File: src/srpg_pkg.sv
// Shared types, widths, register indexes and reset constants for the stepper ramp generator.
// Used by every module of the block; depends on nothing.
package srpg_pkg;

    localparam int STEP_COUNT_BITS = 20;
    localparam int DELAY_W         = 4;
    localparam int RAMP_LEN_W      = 20;
    localparam int RAMP_INT_W      = 10;
    localparam int DIR_W           = 4;
    localparam int MODE_W          = 3;
    localparam int CFG_DATA_W      = 20;
    localparam int CFG_IDX_W       = 3;
    localparam int CMP_W           = (STEP_COUNT_BITS > RAMP_LEN_W) ? STEP_COUNT_BITS
                                                                    : RAMP_LEN_W;

    localparam logic [DELAY_W-1:0]    START_DELAY_RST   = 4'd8;
    localparam logic [DELAY_W-1:0]    SLOWEST_DELAY_RST = 4'd8;
    localparam logic [DELAY_W-1:0]    FASTEST_DELAY_RST = 4'd1;
    localparam logic [RAMP_LEN_W-1:0] RAMP_LENGTH_RST   = 20'd1600;
    localparam logic [RAMP_INT_W-1:0] RAMP_INTERVAL_RST = 10'd200;
    localparam logic [DELAY_W-1:0]    PERIOD_RST        = 4'd8;

    typedef enum logic [CFG_IDX_W-1:0] {
        CFG_START_DELAY   = 3'd0,
        CFG_SLOWEST_DELAY = 3'd1,
        CFG_FASTEST_DELAY = 3'd2,
        CFG_RAMP_LENGTH   = 3'd3,
        CFG_RAMP_INTERVAL = 3'd4
    } cfg_idx_t;

    typedef enum logic [MODE_W-1:0] {
        MODE_KEEP0 = 3'd0,
        MODE_LEFT  = 3'd1,
        MODE_RIGHT = 3'd2,
        MODE_ALT_A = 3'd3,
        MODE_ALT_B = 3'd4,
        MODE_ALL0  = 3'd5,
        MODE_ALL1  = 3'd6,
        MODE_KEEP7 = 3'd7
    } mode_t;

    typedef struct packed {
        logic [DELAY_W-1:0]    start_delay;
        logic [DELAY_W-1:0]    slowest_delay;
        logic [DELAY_W-1:0]    fastest_delay;
        logic [RAMP_LEN_W-1:0] ramp_length;
        logic [RAMP_INT_W-1:0] ramp_interval;
    } cfg_t;

    typedef struct packed {
        logic                       action;
        logic [MODE_W-1:0]          mode;
        logic [STEP_COUNT_BITS-1:0] step_count;
    } item_t;

    typedef struct packed {
        logic               step_level;
        logic [DIR_W-1:0]   directions;
        logic               busy_res;
        logic [DELAY_W-1:0] period_now;
        logic               finished;
    } res_t;

    // Direction pattern for a start; modes outside 1..6 keep the old bits.
    function automatic logic [DIR_W-1:0] dir_pattern(input logic [MODE_W-1:0] mode,
                                                     input logic [DIR_W-1:0]  prev);
        logic [DIR_W-1:0] d;
        begin
            case (mode)
                MODE_LEFT:  d = 4'b1100;
                MODE_RIGHT: d = 4'b0011;
                MODE_ALT_A: d = 4'b0101;
                MODE_ALT_B: d = 4'b1010;
                MODE_ALL0:  d = 4'b0000;
                MODE_ALL1:  d = 4'b1111;
                default:    d = prev;
            endcase
            return d;
        end
    endfunction

endpackage

File: src/stepper_ramp_pulse_generator.sv
// Stepper ramp generator top: input word register, move state update, result register.
// Depends on srpg_pkg, srpg_cfg and srpg_core.
// An accepted input word passes the input register, then the result register, to the output.
// Throughput: one word per cycle unless res_ready stalls; the state update is a single pass
// between the input register and the result register.
// Reset: asynchronous, active low; clears the pipeline, move state and loads config defaults.
module stepper_ramp_pulse_generator (
    input  logic                                    clk,
    input  logic                                    rst_n,
    input  logic                                    item_valid,
    output logic                                    item_ready,
    input  logic                                    action,
    input  logic [srpg_pkg::MODE_W-1:0]             mode,
    input  logic [srpg_pkg::STEP_COUNT_BITS-1:0]    step_count,
    output logic                                    res_valid,
    input  logic                                    res_ready,
    output logic                                    step_level,
    output logic [srpg_pkg::DIR_W-1:0]              directions,
    output logic                                    busy_res,
    output logic [srpg_pkg::DELAY_W-1:0]            period_now,
    output logic                                    finished,
    input  logic                                    cfg_we,
    input  logic [srpg_pkg::CFG_IDX_W-1:0]          cfg_index,
    input  logic [srpg_pkg::CFG_DATA_W-1:0]         cfg_data
);

    srpg_pkg::cfg_t  cfg;
    srpg_pkg::item_t stage_reg;
    logic            stage_vld_reg;
    srpg_pkg::res_t  res_comb;
    srpg_pkg::res_t  res_reg;
    logic            res_vld_reg;
    logic            advance;
    logic            take;

    // stage word moves into the result register when that slot is free or draining
    assign advance    = stage_vld_reg && (!res_vld_reg || res_ready);
    assign item_ready = !stage_vld_reg || advance;
    assign take       = item_valid && item_ready;

    srpg_cfg u_cfg (
        .clk       (clk),
        .rst_n     (rst_n),
        .cfg_we    (cfg_we),
        .cfg_index (cfg_index),
        .cfg_data  (cfg_data),
        .cfg       (cfg)
    );

    srpg_core u_core (
        .clk    (clk),
        .rst_n  (rst_n),
        .update (advance),
        .item   (stage_reg),
        .cfg    (cfg),
        .res    (res_comb)
    );

    always_ff @(posedge clk or negedge rst_n)
    begin
        if (!rst_n)
        begin
            stage_vld_reg <= 1'b0;
            res_vld_reg   <= 1'b0;
        end
        else
        begin
            if (take)
                stage_vld_reg <= 1'b1;
            else if (advance)
                stage_vld_reg <= 1'b0;

            if (advance)
                res_vld_reg <= 1'b1;
            else if (res_ready)
                res_vld_reg <= 1'b0;
        end
    end

    always_ff @(posedge clk)
    begin
        if (take)
        begin
            stage_reg.action     <= action;
            stage_reg.mode       <= mode;
            stage_reg.step_count <= step_count;
        end
        if (advance)
            res_reg <= res_comb;
    end

    assign res_valid  = res_vld_reg;
    assign step_level = res_reg.step_level;
    assign directions = res_reg.directions;
    assign busy_res   = res_reg.busy_res;
    assign period_now = res_reg.period_now;
    assign finished   = res_reg.finished;

    a_fin_not_busy: assert property (@(posedge clk) disable iff (!rst_n)
        res_vld_reg && res_reg.finished |-> !res_reg.busy_res)
        else $error("finished word reports busy");

    a_take_fills_stage: assert property (@(posedge clk) disable iff (!rst_n)
        take |=> stage_vld_reg)
        else $error("accepted word lost from input register");

    a_stall_holds_stage: assert property (@(posedge clk) disable iff (!rst_n)
        stage_vld_reg && !advance |=> stage_vld_reg && $stable(stage_reg))
        else $error("stalled input register changed");

    a_advance_fills_res: assert property (@(posedge clk) disable iff (!rst_n)
        advance |=> res_vld_reg)
        else $error("result register not filled after advance");

endmodule

File: src/srpg_cfg.sv
// Configuration register file of the stepper ramp generator.
// Depends on srpg_pkg for the register indexes and reset values.
module srpg_cfg (
    input  logic                                clk,
    input  logic                                rst_n,
    input  logic                                cfg_we,
    input  logic [srpg_pkg::CFG_IDX_W-1:0]      cfg_index,
    input  logic [srpg_pkg::CFG_DATA_W-1:0]     cfg_data,
    output srpg_pkg::cfg_t                      cfg
);

    srpg_pkg::cfg_t cfg_reg;
    srpg_pkg::cfg_t cfg_next;

    always_comb
    begin
        cfg_next = cfg_reg;
        if (cfg_we)
        begin
            case (cfg_index)
                srpg_pkg::CFG_START_DELAY:
                    cfg_next.start_delay   = cfg_data[srpg_pkg::DELAY_W-1:0];
                srpg_pkg::CFG_SLOWEST_DELAY:
                    cfg_next.slowest_delay = cfg_data[srpg_pkg::DELAY_W-1:0];
                srpg_pkg::CFG_FASTEST_DELAY:
                    cfg_next.fastest_delay = cfg_data[srpg_pkg::DELAY_W-1:0];
                srpg_pkg::CFG_RAMP_LENGTH:
                    cfg_next.ramp_length   = cfg_data[srpg_pkg::RAMP_LEN_W-1:0];
                srpg_pkg::CFG_RAMP_INTERVAL:
                    cfg_next.ramp_interval = cfg_data[srpg_pkg::RAMP_INT_W-1:0];
                default:
                    cfg_next = cfg_reg;
            endcase
        end
    end

    always_ff @(posedge clk or negedge rst_n)
    begin
        if (!rst_n)
        begin
            cfg_reg.start_delay   <= srpg_pkg::START_DELAY_RST;
            cfg_reg.slowest_delay <= srpg_pkg::SLOWEST_DELAY_RST;
            cfg_reg.fastest_delay <= srpg_pkg::FASTEST_DELAY_RST;
            cfg_reg.ramp_length   <= srpg_pkg::RAMP_LENGTH_RST;
            cfg_reg.ramp_interval <= srpg_pkg::RAMP_INTERVAL_RST;
        end
        else
        begin
            cfg_reg <= cfg_next;
        end
    end

    assign cfg = cfg_reg;

endmodule

File: src/srpg_core.sv
// Move state of the stepper ramp generator and its single-pass update for one word.
// Depends on srpg_pkg for types, widths and the direction pattern function.
module srpg_core (
    input  logic           clk,
    input  logic           rst_n,
    input  logic           update,
    input  srpg_pkg::item_t item,
    input  srpg_pkg::cfg_t  cfg,
    output srpg_pkg::res_t  res
);

    localparam int SCB = srpg_pkg::STEP_COUNT_BITS;
    localparam int CW  = srpg_pkg::CMP_W;
    localparam int DW  = srpg_pkg::DELAY_W;
    localparam int RIW = srpg_pkg::RAMP_INT_W;

    logic                        running_reg, running_next;
    logic [SCB-1:0]              target_reg, target_next;
    logic [SCB-1:0]              done_reg, done_next;
    logic [DW-1:0]               tick_reg, tick_next;
    logic [RIW-1:0]              ramp_cnt_reg, ramp_cnt_next;
    logic [DW-1:0]               period_reg, period_next;
    logic                        level_reg, level_next;
    logic [srpg_pkg::DIR_W-1:0]  dir_reg, dir_next;
    logic                        fin;

    logic [DW-1:0]  tick_inc;
    logic [SCB-1:0] done_inc;
    logic [SCB-1:0] remaining;
    logic           at_end;
    logic           decel;
    logic           accel;
    logic [RIW-1:0] ramp_inc;
    logic           ramp_due;
    logic [DW:0]    period_up;
    logic [DW-1:0]  period_dn;

    always_comb
    begin
        tick_inc  = tick_reg + 1'b1;
        done_inc  = done_reg + 1'b1;
        remaining = target_reg - done_inc;
        at_end    = (done_inc >= target_reg);
        decel     = at_end || (CW'(remaining) < CW'(cfg.ramp_length));
        accel     = !decel && (CW'(done_inc) < CW'(cfg.ramp_length));
        ramp_inc  = ramp_cnt_reg + 1'b1;
        ramp_due  = (ramp_inc >= cfg.ramp_interval);

        period_up = {1'b0, period_reg} + 1'b1;
        if (period_up > {1'b0, cfg.slowest_delay})
            period_up = {1'b0, cfg.slowest_delay};
        period_dn = (period_reg == '0) ? '0 : period_reg - 1'b1;
        if (period_dn < cfg.fastest_delay)
            period_dn = cfg.fastest_delay;

        running_next  = running_reg;
        target_next   = target_reg;
        done_next     = done_reg;
        tick_next     = tick_reg;
        ramp_cnt_next = ramp_cnt_reg;
        period_next   = period_reg;
        level_next    = level_reg;
        dir_next      = dir_reg;
        fin           = 1'b0;

        if (item.action)
        begin
            // start or restart: counters survive a restart, but the done count clears for a zero step_count
            dir_next    = srpg_pkg::dir_pattern(item.mode, dir_reg);
            target_next = item.step_count;
            period_next = cfg.start_delay;
            if (item.step_count == '0)
            begin
                running_next = 1'b0;
                done_next    = '0;
                fin          = 1'b1;
            end
            else
            begin
                running_next = 1'b1;
            end
        end
        else if (running_reg)
        begin
            tick_next = tick_inc;
            if (tick_inc >= period_reg)
            begin
                tick_next  = '0;
                level_next = !level_reg;
                done_next  = done_inc;
                if (decel || accel)
                begin
                    ramp_cnt_next = ramp_due ? '0 : ramp_inc;
                    if (ramp_due)
                        period_next = decel ? period_up[DW-1:0] : period_dn;
                end
                if (at_end)
                begin
                    done_next    = '0;
                    running_next = 1'b0;
                    fin          = 1'b1;
                end
            end
        end

        res.step_level = level_next;
        res.directions = dir_next;
        res.busy_res   = running_next;
        res.period_now = period_next;
        res.finished   = fin;
    end

    always_ff @(posedge clk or negedge rst_n)
    begin
        if (!rst_n)
        begin
            running_reg  <= 1'b0;
            target_reg   <= '0;
            done_reg     <= '0;
            tick_reg     <= '0;
            ramp_cnt_reg <= '0;
            period_reg   <= srpg_pkg::PERIOD_RST;
            level_reg    <= 1'b0;
            dir_reg      <= '0;
        end
        else if (update)
        begin
            running_reg  <= running_next;
            target_reg   <= target_next;
            done_reg     <= done_next;
            tick_reg     <= tick_next;
            ramp_cnt_reg <= ramp_cnt_next;
            period_reg   <= period_next;
            level_reg    <= level_next;
            dir_reg      <= dir_next;
        end
    end

endmodule
File: config.mk
export PLATFORM = sky130hd
export DESIGN_NAME = stepper_ramp_pulse_generator
export DESIGN_NICKNAME = d
export VERILOG_FILES = /design/src/srpg_pkg.sv /design/src/stepper_ramp_pulse_generator.sv /design/src/srpg_cfg.sv /design/src/srpg_core.sv
export SDC_FILE = /design/constraint.sdc
export NUM_CORES = 1
export LEC_CHECK = 0
export ABC_CLOCK_PERIOD_IN_PS = 5100
export BUFFER_PORTS_ARGS = -buffer_cell sky130_fd_sc_hd__clkbuf_2
export CORE_ASPECT_RATIO = 1.4
export CORE_MARGIN = 2
export CORE_UTILIZATION = 57
export CTS_BUF_LIST = sky130_fd_sc_hd__clkbuf_4
export DETAILED_ROUTE_END_ITERATION = 12
export PLACE_DENSITY = 0.79
export SLEW_MARGIN = 5
export SYNTH_ARGS = -nofsm -noshare
export SYNTH_HDL_FRONTEND = slang
export SYNTH_HIERARCHICAL = 1
export SYNTH_SLANG_ARGS = --single-unit
File: constraint.sdc
create_clock -name clk -period 5.1 [get_ports clk]
set_input_delay 0.51 -clock clk [delete_from_list [all_inputs] [get_ports clk]]
set_output_delay 0.51 -clock clk [all_outputs]
set_load 0.005 [all_outputs]
==> reports/qor.txt, run 1 <==
Status: finished clean
Max IR drop VDD: 0.000233 V
Design Power: 4.17 mW
Syn Area/Cell: 10.5 um2
Hold path depth: 1
Largest net degree at the start of global routing: 58
TritonCTS Buffers: 17
CTS max path bufs: 2
Seq pwr share: 0.384
Sw power: 1.61 mW
Maximum level of the CTS H-tree: 4
Startpoint types: flip-flop
Cell Area, Synth: 0.00892 mm2
Initial DRC count: 297
Synth Register Bits: 143
Grt total ovfl: 0
Die area: 0.0167 mm2
Clock power share: 0.163
Commonest non-fill, non-tap cell in the layout: dfrtp_1
GPL Wtd Cong: 0.935
Std-Cell Rows: 54
Fin. Hold Viols: 0
Clk pin slew, worst setup/hold paths: 0.12 ns
Syn Nets: 990
Layout cell share with drive strength beyond 1: 0.228
First-pass GRT wire length: 30100 um
Area growth syn-to-layout: 10.4%
Core area: 0.0155 mm2
Dpl cells: 1102
Post-synth EDFFs: 35
Fin. max-slew vios: 0
Worst-Margin Slew: 1.19 ns
Synth Warn #: 6
Critical path peak fanout: 7
Most used DFF post-synth: dfrtp_1
Critical path required time: 5.41 ns
Final TNS setup: 0 ns
Fmax: 0.206 GHz
Via count: 6608
Routed WL: 18400 um
Post-synthesis cell type count: 73
Starting Density: 0.577
Crit path capture type: flip-flop
Final cell count without fillers: 1140
All-Layer GR Usage: 0.230
Cells after Synth: 853
Root Buffer: clkbuf_4
Flip-flop count of the largest register after layout: 42
Worst Reg2Reg Path Length in Cells: 22
Via density: 5.80
Final HPWL DP: 14200 um
Drt drc: 0
MaxCap Viol Count: 0
Relative slew slack: 0.202
Kind of critical path: flip-flop to flip-flop
Fin nets: 1067
Final Skew: 0.0189 ns
CTS tree: built
Min Tclk post-route: 4.85 ns
Drt pass-1 iters: 4
CTS Sinks: 143
Initial antenna violation count: 1
Cell Int Power: 2.56 mW
Crit path arrival time: 5.16 ns
Gate power share: 0.453
Asr flop ratio synth: 0.755
Clock latency on the worst-skew pair: 0.56 ns
Die Y: 152 um
Die W: 110 um
Most frequent cells in the layout: 96 x dfrtp_1, 83 x ha_1, 78 x inv_1
Avg WL per Cell: 16.2 um
Switching Share: 0.386
Setup violators final: 0
Post-synthesis sequential area ratio: 0.422
Pwr dens: 423 mW/mm2
Port buffer count: 64
Placed Instance Area: 0.00947 mm2
Post-route clock period utilization: 0.951
Post-route design area: 0.00985 mm2
Vias in the first global route: 6520
Hold WC Path Type: primary input to flip-flop
I/O Pins: 65
Remaining antenna violation count after routing: 0
Leak pwr: 4.55 nW
-- path summary, 6_finish.rpt --
path	startpoint	endpoint	slack [ns]
min in group asynchronous	rst_n	u_core/done_reg[18]	0.51
max in group asynchronous	rst_n	u_core/done_reg[0]	3.44
worst max register to register	u_core/done_reg[1]	period_now[0]	0.25
worst min register to register	u_cfg/cfg[22]	u_cfg/cfg[22]	0.51
worst max-delay path	u_core/done_reg[1]	period_now[0]	0.25
worst min-delay path	step_count[17]	stage_reg[17]	0.12
-- critical path, cell delays in order, from the launching register on --
cell and delay [ns]:
dfrtp_1 0.40, ha_1 0.19, inv_1 0.07, nor2_2 0.14
and2_1 0.18, buf_4 0.15, nand3_1 0.09, xor2_1 0.19
ha_2 0.40, nand4_1 0.20, o311ai_4 0.43, a31oi_1 0.18
o21ai_1 0.19, xnor2_1 0.08, ha_1 0.29, nand4_1 0.13
nor2_1 0.17, nand3_1 0.11, a21oi_1 0.16, a21oi_2 0.12
or2_4 0.34, mux2_4 0.31, o211a_1 0.11
-- kinds of logic (layout without fill, tap and decap cells) --
group	count (synthesis)	count (layout)	share of synthesized area
AO/OA/AOI/OAI	186	186	0.140
XOR/XNOR	49	49	0.0481
adder cells (fa/ha/maj)	85	85	0.120
buffers and inverters	105	194	0.0481
flip-flops	143	143	0.422
multiplexers	75	75	0.0996
other	0	1	0
AND/OR/NAND/NOR	210	211	0.122
-- cell usage after synthesis (all sizes together) (2+ instances only) --
| cell type | n | area [um2] |
|---|---|---|
| nor4 | 7 | 43.8 |
| o211ai | 8 | 60.1 |
| inv | 78 | 293 |
| nand2b | 15 | 93.8 |
| a211o | 2 | 17.5 |
| and2 | 4 | 27.5 |
| ha | 84 | 1050 |
| o21bai | 3 | 22.5 |
| a21oi | 42 | 210 |
| and3 | 11 | 68.8 |
| a211oi | 2 | 15.0 |
| mux2i | 4 | 40.0 |
| edfxtp | 35 | 1050 |
| o41ai | 5 | 43.8 |
| dfstp | 10 | 263 |
| o22ai | 3 | 18.8 |
| nand3 | 29 | 145 |
| a21boi | 3 | 22.5 |
| xor2 | 26 | 228 |
| o31ai | 10 | 88.8 |
| o2111ai | 2 | 17.5 |
| nand2 | 56 | 210 |
| buf | 11 | 76.3 |
| o211a | 4 | 40.0 |
| a21o | 10 | 75.1 |
| nor3 | 9 | 45.0 |
| mux2 | 71 | 848 |
| dfrtp | 98 | 2450 |
| and4bb | 3 | 37.5 |
| nand3b | 4 | 42.5 |
| a2111oi | 3 | 26.3 |
| a2bb2oi | 3 | 26.3 |
| o311ai | 2 | 42.6 |
| xnor2 | 23 | 201 |
| nor2 | 48 | 180 |
| clkbuf | 16 | 60.1 |
| o31a | 3 | 35.0 |
| a31oi | 8 | 50.1 |
| o21ai | 58 | 313 |
| nand4 | 9 | 56.3 |
| a31o | 4 | 35.0 |
| nor2b | 6 | 45.0 |
| o21a | 6 | 45.0 |
-- repair_timing --
item                                   4_1_cts  5_1_grt
setup buffers                                0        3
hold buffers                                 1        0
endpoints found under the hold margin       41        0
setup endpoints to repair                    0       18
resized for setup                            0       23
-- layer usage --
metal  GRT usage  up-vias  wire [um]
li1            -     3208          -
met1       0.276     3218       7760
met2       0.398      146       9540
met3      0.0403       36        617
met4      0.0946        0        496
met5           0        -          0
-- metrics by stage --
step	utilization	setup slack (ns)	hold slack, ns
finish	0.637	0.252	0.121
global route	0.637	-0.00325	0.0803
CTS	0.629	0.00497	0.0804
detailed placement	0.612	0.0321	0.482
global placement	0.612	0.125	0.476
floorplan	-	0.328	0.214
-- layout make-up --
cell class	count	area (um2)
fill	1225	5620
inverter	78	293
clock inverter	15	128
sequential	143	3770
tap	196	245
antenna	1	2.50
timing repair buffer	84	475
multi-input combinational	606	4810
clock buffer	17	128
-- power groups by stage --
| stage | combinational [mW] | clock [mW] | sequential [mW] |
|---|---|---|---|
| 6_report | 1.89 | 0.679 | 1.60 |
| 5_1_grt | 2.13 | 0.740 | 1.63 |
| 2_1_floorplan | 1.49 | 0 | 1.54 |
| 3_3_place_gp | 1.77 | 0 | 1.61 |
| 4_1_cts | 1.84 | 0.699 | 1.60 |
| 3_5_place_dp | 1.83 | 0 | 1.62 |
Note: power is estimated with default switching activity, not from simulation.
==> run 2, diff against run 1 <==
Settings changed: GPL_TIMING_DRIVEN from default to 0.
==> run 2 against run 1 <==
Compared with the run above:
- largest power group unchanged
- power is 0.21% lower
- via count fell by 0.76%
- clock power fell by 12%
==> reports/qor.txt, run 2 (synthesis gave the netlist of run 1 again) <==
Max IR drop VDD: 0.000307 V
Via density: 5.71
Slowest stage cell, crit path: dfrtp_2
Root Buffer: clkbuf_4
Avg WL per Cell: 16.0 um
All-Layer GR Usage: 0.225
Fin nets: 1075
Critical path buffer and inverter count: 3
Crit path arrival time: 5.24 ns
Initial antenna violation count: 1
CTS Sinks: 143
Core area: 0.0155 mm2
Final HPWL DP: 14100 um
Hold WC Path Type: primary input to asynchronous set/reset pin
Crit path cell chain: buf_4 > nand2_1 > nor2_4 > xor2_1 > inv_1 > ha_2 > o21a_1 > nor2_2 > o21ai_2 > a31oi_4 > o41ai_4 > a31o_2 > a21oi_2 > xnor2_1 > ha_1 > a21oi_1 > nor2b_1 > o21ai_0 > o211ai_1 > a21oi_2 > or2_4 > buf_8 > mux2_4 > o211a_1
Port buffer count: 64
Flop2flop setup slack: 0.16 ns
Flip-flop count of the largest register after layout: 42
Routed WL: 18400 um
Die area: 0.0167 mm2
Crit path capture type: flip-flop
Worst path top cell family by delay: compound AO/OA/AOI/OAI gates
Post-route design area: 0.00992 mm2
Critical path required time: 5.40 ns
TritonCTS Buffers: 17
Startpoint types: flip-flop
Placed Instance Area: 0.00949 mm2
Min Tclk post-route: 4.94 ns
Die Y: 152 um
Most frequent cells in the layout: 96 x dfrtp_1, 80 x ha_1, 78 x inv_1
GPL Wtd Cong: 0.867
Final Skew: 0.0326 ns
Slowest stage delay, CP: 0.44 ns
Grt total ovfl: 0
Std-Cell Rows: 54
Post-route clock period utilization: 0.968
Setup violators final: 0
Critical path peak fanout: 10
Status: finished clean
I/O Pins: 65
Drt drc: 0
Starting Density: 0.577
Pwr dens: 419 mW/mm2
Worst-Margin Slew: 0.832 ns
Clk pin slew, worst setup/hold paths: 0.11 ns
Relative slew slack: 0.445
Die W: 110 um
Fill cells: 1239
Commonest non-fill, non-tap cell in the layout: dfrtp_1
Fin. max-slew vios: 0
Drt pass-1 iters: 5
Layout cell share with drive strength beyond 1: 0.232
Fin. Hold Viols: 0
Fmax: 0.203 GHz
Largest net degree at the start of global routing: 109
Area growth syn-to-layout: 11.2%
WHS: 0.0648 ns
CTS max path bufs: 2
Vias in the first global route: 6486
Leak pwr: 4.54 nW
Initial DRC count: 231
Via count: 6558
Remaining antenna violation count after routing: 0
Kind of critical path: flip-flop to flip-flop
First-pass GRT wire length: 29300 um
MaxCap Viol Count: 0
CTS tree: built
Clock latency on the worst-skew pair: 0.56 ns
Maximum level of the CTS H-tree: 4
Most used cell, CP: a21oi_2
-- run 2: changes by cell type in the layout (fill, tap and decap cells not counted), moves of 3 or more --
cell,change
buf_2,+4
buf_4,-13
clkbuf_1,+14
clkbuf_4,+5
clkinv_1,-3
ha_1,-3
ha_4,+3
o21ai_1,-3
-- run 2: cell type report --
class	instances	area (um2)	share of cell area
Sequential cell	143	3770	0.380
Antenna cell	1	2.50	0.000252
Tap cell	196	245	0.0247
Clock inverter	10	51.3	0.00517
Buffer	25	129	0.0130
Multi-Input combinational cell	605	4900	0.494
Timing Repair Buffer	68	359	0.0362
Inverter	78	293	0.0295
Clock buffer	22	165	0.0167
-- run 2: final timing paths --
path | startpoint | end | depth (start not counted)
setup / recovery | u_core/done_reg[0] | period_now[2] | 24
hold / removal | rst_n | u_core/target_reg[19] | 1
setup reg to reg | u_core/done_reg[0] | period_now[2] | 24
hold reg to reg | u_cfg/cfg[38] | u_cfg/cfg[38] | 1
max in group asynchronous | rst_n | u_core/done_reg[0] | 1
min in group clk | step_count[13] | stage_reg[13] | 1
-- run 2: per-layer routing --
metal	track usage	part of all wire
met2	0.395	0.52
met1	0.254	0.42
met3	0.0416	0.029
met5	0	0
met4	0.119	0.038
-- run 2: stage by stage --
stage / setup WS (ns) / instances / total power [mW] / utilization / TNS, ns
6_report: 0.165 / 1148 / 4.16 / 0.641 / 0
5_1_grt: -0.0636 / 1148 / 4.48 / 0.641 / -0.140
4_1_cts: 0.00679 / 1144 / 4.11 / 0.630 / 0
3_5_place_dp: -0.484 / 1113 / 3.49 / 0.614 / -6.16
3_3_place_gp: -0.486 / 1113 / 3.40 / 0.613 / -5.78
2_1_floorplan: 0.328 / 853 / 3.03 / - / 0
-- run 2: what timing repair did --
item,in CTS,in global routing
gates resized for setup,11,28
pin swaps,3,8
hold buffers,0,0
buffers inserted,1,3
endpoints found under the setup margin,18,18
-- run 2: where the power goes --
group          total, mW  internal (mW)  switching, mW
Clock              0.598          0.210          0.388
Sequential          1.58           1.41          0.166
Combinational       1.98          0.921           1.06
Total               4.16           2.54           1.62
-- run 2: worst reg2reg max path, stage by stage, from the launching register on --
cell      delay [ns]
dfrtp_2         0.44
buf_4           0.13
nand2_1         0.10
nor2_4          0.16
xor2_1          0.23
inv_1           0.07
ha_2            0.38
o21a_1          0.16
nor2_2          0.06
o21ai_2         0.21
a31oi_4         0.13
o41ai_4         0.38
a31o_2          0.21
a21oi_2         0.06
xnor2_1         0.14
ha_1            0.31
a21oi_1         0.14
nor2b_1         0.06
o21ai_0         0.18
o211ai_1        0.19
a21oi_2         0.19
or2_4           0.19
buf_8           0.15
mux2_4          0.30
o211a_1         0.12
